===== config.mk =====
export PLATFORM = sky130hd
export DESIGN_NAME = rss_ctrl
export DESIGN_NICKNAME = d
export VERILOG_FILES = /design/src/design/rss_pkg.sv /design/src/design/rss_ctrl.sv
export SDC_FILE = /design/constraint.sdc
export NUM_CORES = 1
export LEC_CHECK = 0
export ABC_AREA = 1
export ABC_CLOCK_PERIOD_IN_PS = 1440
export BUFFER_PORTS_ARGS = -buffer_cell sky130_fd_sc_hd__buf_2
export CAP_MARGIN = 15
export CORE_AREA = 5 5 42 44
export CTS_BUF_LIST = sky130_fd_sc_hd__clkbuf_2
export DETAILED_ROUTE_END_ITERATION = 10
export DIE_AREA = 0 0 47 49
export GPL_TIMING_DRIVEN = 0
export PLACE_DENSITY = 0.86
export SYNTH_ARGS = -nofsm -noshare
export SYNTH_HDL_FRONTEND = slang
export SYNTH_SLANG_ARGS = --single-unit

===== constraint.sdc =====
create_clock -name clk -period 1.44 [get_ports clk]
set_input_delay 0.216 -clock clk [delete_from_list [all_inputs] [get_ports clk]]
set_output_delay 0.216 -clock clk [all_outputs]
set_load 0.01 [all_outputs]

===== src/design/rss_pkg.sv =====
// Shared types and constants for the record selection sort block.
// Field widths, the stored record layout and the controller/datapath links.
// No dependencies.
package rss_pkg;

  localparam int unsigned AMOUNT_W = 16;
  localparam int unsigned WEIGHT_W = 16;
  localparam int unsigned SLOT_W   = 6;

  typedef logic [AMOUNT_W-1:0] amount_t;
  typedef logic [WEIGHT_W-1:0] weight_t;
  typedef logic [SLOT_W-1:0]   slot_t;

  // one 38-bit store entry
  typedef struct packed {
    amount_t amount;
    weight_t weight;
    slot_t   slot;
  } rec_t;

  // controller -> datapath
  typedef struct packed {
    logic accept_en;   // input channel ready
    logic load;        // store the incoming record
    logic sort_init;   // pos, scan index and emit index to zero
    logic scan_rd;     // read store at scan index, advance it
    logic swap_a;      // write best record at pos
    logic swap_b;      // write pos record at best index, advance pos
    logic emit_rd;     // read store at emit index
    logic out_load;    // capture read data into output register
    logic emit_next;   // advance emit index
    logic clr_count;   // set emptied for next set
  } cmd_t;

  // datapath -> controller
  typedef struct packed {
    logic in_fire;
    logic in_last;
    logic pass_done;   // no pass left from current pos
    logic scan_last;   // scan index at final loaded entry
    logic emit_last;   // emit index at final loaded entry
    logic out_fire;
  } status_t;

endpackage


===== src/design/rss_ctrl.sv =====
// Sequencer for load, selection sort passes and sorted emission.
// Depends on rss_pkg (cmd_t, status_t).
module rss_ctrl (
  input  logic             clk,
  input  logic             rst_n,
  input  rss_pkg::status_t status,
  output rss_pkg::cmd_t    cmd
);
  import rss_pkg::*;

  typedef enum logic [7:0] {
    S_IDLE     = 8'b0000_0001,
    S_START    = 8'b0000_0010,
    S_SCAN     = 8'b0000_0100,
    S_TAIL     = 8'b0000_1000,
    S_SWAP_A   = 8'b0001_0000,
    S_SWAP_B   = 8'b0010_0000,
    S_EMIT_RD  = 8'b0100_0000,
    S_EMIT_OUT = 8'b1000_0000
  } state_t;

  state_t state_r, state_nxt;
  logic   cap_r, cap_nxt; // read data lands in the cycle after S_EMIT_RD

  always_comb begin
    state_nxt = state_r;
    cap_nxt   = 1'b0;
    cmd       = '0;
    case (state_r)
      S_IDLE: begin
        cmd.accept_en = 1'b1;
        if (status.in_fire) begin
          cmd.load = 1'b1;
          if (status.in_last) begin
            cmd.sort_init = 1'b1;
            state_nxt     = S_START;
          end
        end
      end
      S_START: begin
        if (status.pass_done) state_nxt = S_EMIT_RD;
        else                  state_nxt = S_SCAN;
      end
      S_SCAN: begin
        cmd.scan_rd = 1'b1;
        if (status.scan_last) state_nxt = S_TAIL;
      end
      S_TAIL:   state_nxt = S_SWAP_A;
      S_SWAP_A: begin
        cmd.swap_a = 1'b1;
        state_nxt  = S_SWAP_B;
      end
      S_SWAP_B: begin
        cmd.swap_b = 1'b1;
        state_nxt  = S_START;
      end
      S_EMIT_RD: begin
        cmd.emit_rd = 1'b1;
        cap_nxt     = 1'b1;
        state_nxt   = S_EMIT_OUT;
      end
      S_EMIT_OUT: begin
        cmd.out_load = cap_r;
        if (status.out_fire) begin
          if (status.emit_last) begin
            cmd.clr_count = 1'b1;
            state_nxt     = S_IDLE;
          end else begin
            cmd.emit_next = 1'b1;
            state_nxt     = S_EMIT_RD;
          end
        end
      end
      default: state_nxt = S_IDLE;
    endcase
  end

  always_ff @(posedge clk) begin
    if (!rst_n) begin
      state_r <= S_IDLE;
      cap_r   <= 1'b0;
    end else begin
      state_r <= state_nxt;
      cap_r   <= cap_nxt;
    end
  end

endmodule


==> results by group, run 1 <==
Synthesis
  – Post-Syn Nets: around 100
  – Synthesized cell area: about 660 um2
  – Synth unique cells: 17
  – Multiplexer area fraction after synthesis: 0%
  – Main combinational cell family by area after synthesis: simple AND/OR/NAND/NOR gates
  – Simple-Gate Fraction of Synth Area: around 55%
  – Share of the yosys chip area belonging to registers: 27.4%
  – Post-synthesis xor/xnor area fraction: 0%
  – Number of flops mapped to enable cells by yosys: 0
  – Mapped Avg Cell Area: about 6.9 um2
  – Yosys warning total: 0
  – Ys flop type: dfxtp_1
  – Gate Count Post-Synth: between 90 and 100
  – Synth Register Bits: 9
  – Post-synthesis adder-cell area fraction: 0%
  – Compound-cell area share of the yosys netlist: under 10%
  – Async SR Flop Fraction: 0%

Route
  – Routed wire length: approximately 1600 um
  – # DRC: 0
  – Vias after detailed routing: 660
  – Router iterations before antenna repair: 4
  – Iteration-0 DRC Markers: 15
  – ANT nets after route: 0
  – Via density: approximately 4.7
  – Drt wl/cell: around 11 um

Place
  – Routability cong.: 0.813
  – I/O Buffers: 17
  – Post-DP Area: 762 um2
  – DP Wirelength: between 1000 and 1500 um

Pwr
  – Power share of the clock group: between 10% and 20%
  – Sequential share of power: between 20 and 25%
  – Switching portion of total power: 44.6%
  – Internal: 709 uW
  – Leakage power: 0.000508 uW
  – Net Sw Power: 571 uW
  – Max VDD drop: approximately 940 uV
  – Power Density: around 1400 nW/um2
  – Gate power share: between 60 and 70%

Worst setup path
  – Critical Path AT: 1.33 ns
  – CP Class: reg -> out
  – R2r setup slk: ~0.14 ns
  – Reg-to-Reg End: state_r[1]$_SDFFE_PN0P_
  – Worst EP required: ~1.2 ns
  – Reg2reg path depth: 9
  – Crit. End Element: output port
  – CP startpoint kind: register
  – Crit-path max FO: 4
  – Crit Reg-Reg Startpoint: state_r[5]$_SDFFE_PN0P_

GRT
  – Largest net degree at the start of global routing: 8
  – Grt total ovfl: 0
  – First-pass GRT wire length: roughly 2500 um
  – Routing usage on met1: 15.9%
  – Antenna violations before repair: 0
  – Met3 Use GR: a little under 3%
  – Layer with the highest usage: met2
  – Gr usage total: about 14%
  – M2 GR Usage: 25.6%
  – Vias in the first global route: ~640

Clock tree
  – Max Root-Sink Buffers: 2
  – H-tree Lvls: 1
  – Cts hold-fix bufs: 0
  – Clock latency on the worst-skew pair: roughly 0.25 ns
  – Root buf cell: clkbuf_2
  – Clk slew on worst S/H paths: 0.10 ns
  – Clk sinks: 9
  – Num CTS Buffers: 3
  – CTS tree: yes

Final layout
  – Utilization after layout: 64.5%
  – Storage element area: 189 um2
  – # fillers: 119
  – Finished layout cell area: between 900 and 1000 um2
  – Fin nets: between 100 and 150
  – Proportion of layout cells with a drive suffix above 1: 61.3%
  – Area grow syn2layout: 37.5%
  – Footprint of the multi-input gates: roughly 430 um2
  – Antenna cell count: 0

Die
  – Die W: ~47 um
  – Initial Util: about 47%
  – Core area: roughly 1400 um2
  – Die area: 2300 um2
  – # IOs: 18
  – DIE HEIGHT: about 49 um
  – Site Rows: 14

Timing
  – Max-slew headroom: 85.2%
  – Fin. max-slew vios: 0
  – Period utilization: 107%
  – Fin Clk Skew: 0.0116 ns
  – Worst setup margin: -0.106 ns
  – Fin. Hold Viols: 0
  – Final setup viols: 4
  – RSZ-0062 raised after global routing: true
  – Worst Max-Slew Pin Slew: 0.222 ns
  – Post-route minimum period: approximately 1.5 ns
  – Max Freq: 647 MHz

Hold path
  – HP Start: rst_n
  – WHS Path Cells: 3
  – WHS Endpoint: state_r[6]$_SDFFE_PN0P_
  – Worst hold path class: in -> reg

Status
  – Status: finished, violations left
  – Violated checks: negative setup slack

Job
  – Reported max-cap violation count: 0
[power groups by stage]
stage | Clock (uW) | Combinational (uW) | Sequential, uW
floorplan | 0 | 532 | 312
global placement | 0 | 631 | 314
detailed placement | 0 | 649 | 315
CTS | 167 | 684 | 312
global route | 179 | 891 | 322
finish | 163 | 799 | 317
[per-layer routing]
metal / wire, um / up-vias / share of wire (%)
met1: 578 / 290 / 36
li1: - / 340 / -
met5: 0 / - / 0
met3: 110 / 8 / 6.9
met2: 851 / 22 / 53
met4: 56 / 0 / 3.5
[flip-flops by register name, indices dropped and copies added (netlist names)]
register	cells
cap_r	1
state_r	8
[cell usage after synthesis (2+ instances only)]
| master | instances | share of area (%) |
|---|---|---|
| a21oi_1 | 3 | 2.3 |
| dfxtp_1 | 9 | 27 |
| inv_1 | 9 | 5.1 |
| inv_2 | 9 | 5.1 |
| inv_4 | 2 | 1.9 |
| nand2_1 | 22 | 13 |
| nand2_2 | 2 | 1.9 |
| nand2_4 | 8 | 14 |
| nand3_1 | 2 | 1.5 |
| nor2_1 | 17 | 9.7 |
| nor2_2 | 4 | 3.8 |
| nor2_8 | 2 | 6.1 |
| nor3_1 | 2 | 1.5 |
[placed cells by master (no fill, tap or decap), drive strengths merged]
master / n
dfxtp: 9
o22ai: 1
nand2: 32
a21oi: 3
nor3: 2
clkbuf: 4
nand3: 4
nor2: 23
inv: 20
buf: 26
[how the worst max path moves through the flow]
stage / slack (ns) / startpoint / endpoint
2_1_floorplan: 0.28 / state_r[4]$_SDFFE_PN0P_ / cmd[1]
3_3_place_gp: 0.24 / state_r[1]$_SDFFE_PN0P_ / cmd[3]
3_5_place_dp: 0.19 / state_r[1]$_SDFFE_PN0P_ / cmd[3]
4_1_cts: -0.03 / state_r[3]$_SDFFE_PN0P_ / cmd[1]
5_1_grt: -0.18 / state_r[5]$_SDFFE_PN0P_ / cmd[1]
6_report: -0.11 / state_r[5]$_SDFFE_PN0P_ / cmd[1]
[stage by stage]
step           instances  worst slack, ns  TNS [ns]  total power, uW  hold WS [ns]
2_1_floorplan         95            0.283         0              844         0.349
3_3_place_gp         128            0.241         0              945         0.477
3_5_place_dp         128            0.191         0              964         0.473
4_1_cts              133          -0.0260   -0.0577             1160         0.197
5_1_grt              140           -0.177    -0.631             1390         0.200
6_report             140           -0.106    -0.148             1280         0.203
[critical path: stages (launching register included)]
cell	delay [ns]
dfxtp_2	0.34
inv_2	0.07
nand2_4	0.09
nor2_4	0.17
nand2_4	0.09
nor3_2	0.16
buf_2	0.17
[what timing repair did]
| action | 4_1_cts | 5_1_grt |
|---|---|---|
| resized for setup | 13 | 9 |
| pin swaps | 2 | 6 |
| setup buffers | 1 | 7 |
| hold endpoints to repair | 0 | 0 |
| gates cloned | 0 | 0 |
| endpoints found under the setup margin | 4 | 10 |
[area by class of cell]
class,instances,share of cell area [%]
multi-input combinational,65,47.5
sequential,9,20.9
timing repair buffer,25,17.5
inverter,20,8.86
clock buffer,4,2.22
tap,16,2.22
buffer,1,0.831
[cell families after synthesis]
kind of cell | Yosys count
buf+inv | 21
flops | 9
simple gates | 61
compound gates | 4
Note: power is estimated with default switching activity, not from simulation.
==> run 2, diff against run 1 <==
--- a/config.mk
+++ b/config.mk
@@ -7,14 +7,14 @@
 export LEC_CHECK = 0
 export ABC_AREA = 1
 export ABC_CLOCK_PERIOD_IN_PS = 1440
-export BUFFER_PORTS_ARGS = -buffer_cell sky130_fd_sc_hd__buf_2
 export CAP_MARGIN = 15
 export CORE_AREA = 5 5 42 44
 export CTS_BUF_LIST = sky130_fd_sc_hd__clkbuf_2
 export DETAILED_ROUTE_END_ITERATION = 10
 export DIE_AREA = 0 0 47 49
+export DONT_BUFFER_PORTS = 1
 export GPL_TIMING_DRIVEN = 0
-export PLACE_DENSITY = 0.86
+export PLACE_DENSITY = 0.74
 export SYNTH_ARGS = -nofsm -noshare
 export SYNTH_HDL_FRONTEND = slang
 export SYNTH_SLANG_ARGS = --single-unit
==> results by group, run 2 (synthesis gave the netlist of run 1 again) <==
Timing
  – Max-slew headroom: 83.5% (-1.7 points)
  – Final setup TNS: 0 ns (+0.148 ns)
  – Fin. Hold Viols: 0 (unchanged)
  – Worst setup margin: 0.0257 ns (+0.132 ns)
  – RSZ-0062 raised after global routing: true
  – Fin. max-slew vios: 0 (unchanged)
  – Worst Max-Slew Pin Slew: 0.248 ns (+0.0261 ns)
  – Max Freq: 707 MHz (+9.3%)
  – Final setup viols: 0 (-4)
  – Fin Clk Skew: 0.00373 ns (-0.00787 ns)
  – Post-route minimum period: 1.41 ns (-0.132 ns)
  – Period utilization: 98.2% (-9.2 points)

Worst setup path
  – CP startpoint kind: register
  – Critical Path AT: 1.20 ns (-0.13 ns)
  – Crit-path max FO: 6 (+2)
  – Worst EP required: 1.22 ns (about the same)
  – Crit. End Element: output port
  – CP Class: reg -> out

Final layout
  – Fin nets: 108 (-19%)
  – Area grow syn2layout: 9.71%
  – # fillers: 153 (+29%)
  – Finished layout cell area: 721 um2 (-20%)
  – Commonest non-fill, non-tap cells in the layout: nand2_1, nor2_1, inv_2, inv_1, dfxtp_1
  – Biggest regs: state_r x8, cap_r x1
  – Reg with most FFs: state_r
  – Commonest non-fill, non-tap cell in the layout: nand2_1
  – Finished Layout Cells: 115 (-18%)
  – Antenna cell count: 0 (unchanged)
  – Max reg flops: 8 (unchanged)
  – Proportion of layout cells with a drive suffix above 1: 39.4% (-22 points)

GRT
  – Largest net degree at the start of global routing: 8 (unchanged)
  – First-pass GRT wire length: 2060 um (-16%)
  – Gr usage total: 11.7% (-2.7 points)
  – Vias in the first global route: 546 (-15%)
  – Grt total ovfl: 0 (unchanged)
  – Antenna violations before repair: 0 (unchanged)

Clock tree
  – Root buf cell: clkbuf_2
  – Num CTS Buffers: 3 (unchanged)
  – Clk sinks: 9 (unchanged)
  – Clock latency on the worst-skew pair: 0.24 ns (about the same)
  – CTS tree: yes
  – Max Root-Sink Buffers: 2 (unchanged)
  – Cts hold-fix bufs: 0 (unchanged)
  – H-tree Lvls: 1 (unchanged)
  – Clk slew on worst S/H paths: 0.09 ns (about the same)

Place
  – I/O Buffers: 0 (-17)
  – Routability cong.: 0.749 (-8.0%)
  – Dpl ws: 0.193 ns (+0.00170 ns)
  – Post-DP Area: 677 um2 (-11%)
  – DP Wirelength: 986 um (-12%)
  – Cells after DPL: 111 (-13%)

Route
  – Routed wl met2: 628 um (-26%)
  – Iteration-0 DRC Markers: 5 (-10)
  – Routed wire length: 1180 um (-26%)
  – # DRC: 0 (unchanged)
  – Via density: 4.81 (+2.0%)
  – Router iterations before antenna repair: 4 (unchanged)
  – WL met3: 48 um (-56%)
  – ANT nets after route: 0 (unchanged)
  – DR top layer: met4
  – Drt wl/cell: 10.3 um (-9.7%)
  – DRT met1 WL: 502 um (-13%)
  – Vias after detailed routing: 553 (-16%)

Pwr
  – Power Density: 1480 nW/um2 (+4.8%)
  – Max VDD drop: 755 uV (-19%)
  – Final Total Pwr: 1070 uW (-16%)
  – Sequential share of power: 28.8% (+4.0 points)
  – Switching portion of total power: 46.4% (+1.8 points)
  – Gate power share: 56.2% (-6.2 points)
  – Net Sw Power: 497 uW (-13%)
  – Internal: 573 uW (-19%)
  – Power share of the clock group: 15.0% (+2.2 points)
  – Leakage power: 0.000366 uW (-28%)

Die
  – Site Rows: 14 (unchanged)
  – # IOs: 18 (unchanged)
  – Die area: 2300 um2 (unchanged)
  – Core area: 1400 um2 (unchanged)
  – Die W: 47 um (unchanged)
  – Initial Util: 46.9% (unchanged)
  – DIE HEIGHT: 49 um (unchanged)

Hold path
  – Worst hold path class: in -> reg

Job
  – Reported max-cap violation count: 0 (unchanged)

Status
  – Status: finished clean
## run 2: critical path, cell delays in order (launching register included)
cell and delay [ns]:
dfxtp_1 0.33, inv_2 0.07, nand2_4 0.08, nor2_8 0.16, nand3_1 0.14, nor2_2 0.18
## run 2: final timing paths
| check | from | to | slack (ns) | cells after the start |
|---|---|---|---|---|
| worst min register to register | state_r[3]$_SDFFE_PN0P_ | state_r[4]$_SDFFE_PN0P_ | 0.58 | 4 |
| worst max-delay path | state_r[1]$_SDFFE_PN0P_ | cmd[0] | 0.03 | 5 |
| worst min-delay path | rst_n | state_r[1]$_SDFFE_PN0P_ | 0.10 | 2 |
| worst max register to register | state_r[1]$_SDFFE_PN0P_ | state_r[0]$_SDFFE_PN1P_ | 0.26 | 10 |
## run 2: power groups by stage
| stage | registers, uW | clock network (uW) | logic (uW) |
|---|---|---|---|
| floorplan | 312 | 0 | 532 |
| global placement | 313 | 0 | 591 |
| detailed placement | 314 | 0 | 600 |
| CTS | 308 | 160 | 602 |
| global route | 312 | 172 | 670 |
| finish | 308 | 161 | 601 |
## run 2: routing by layer
metal  up-vias  global-route usage [%]
li1        294                       -
met1       247                    14.2
met2        10                    19.7
met3         2                    2.21
met4         0                    4.15
met5         -                       0
## run 2: cell type report
cell class	count	area [um2]	share of cell area (%)
buffer	1	7.51	1.04
inverter	20	80.1	11.1
tap	16	20.0	2.78
clock buffer	4	20.0	2.78
multi-input combinational	65	413	57.3
sequential	9	180	25.0
## run 2: timing repair
action | 4_1_cts | 5_1_grt
resized for setup | 1 | 5
setup buffers | 0 | 0
setup endpoints to repair | 1 | 4
gates cloned | 0 | 0
## run 2: metrics by stage
step	hold slack, ns	util, %
after floorplan	0.349	-
after global placement	0.367	48.3
after detailed placement	0.365	48.3
after CTS	0.105	50.1
after global routing	0.0864	51.4
final	0.104	51.4
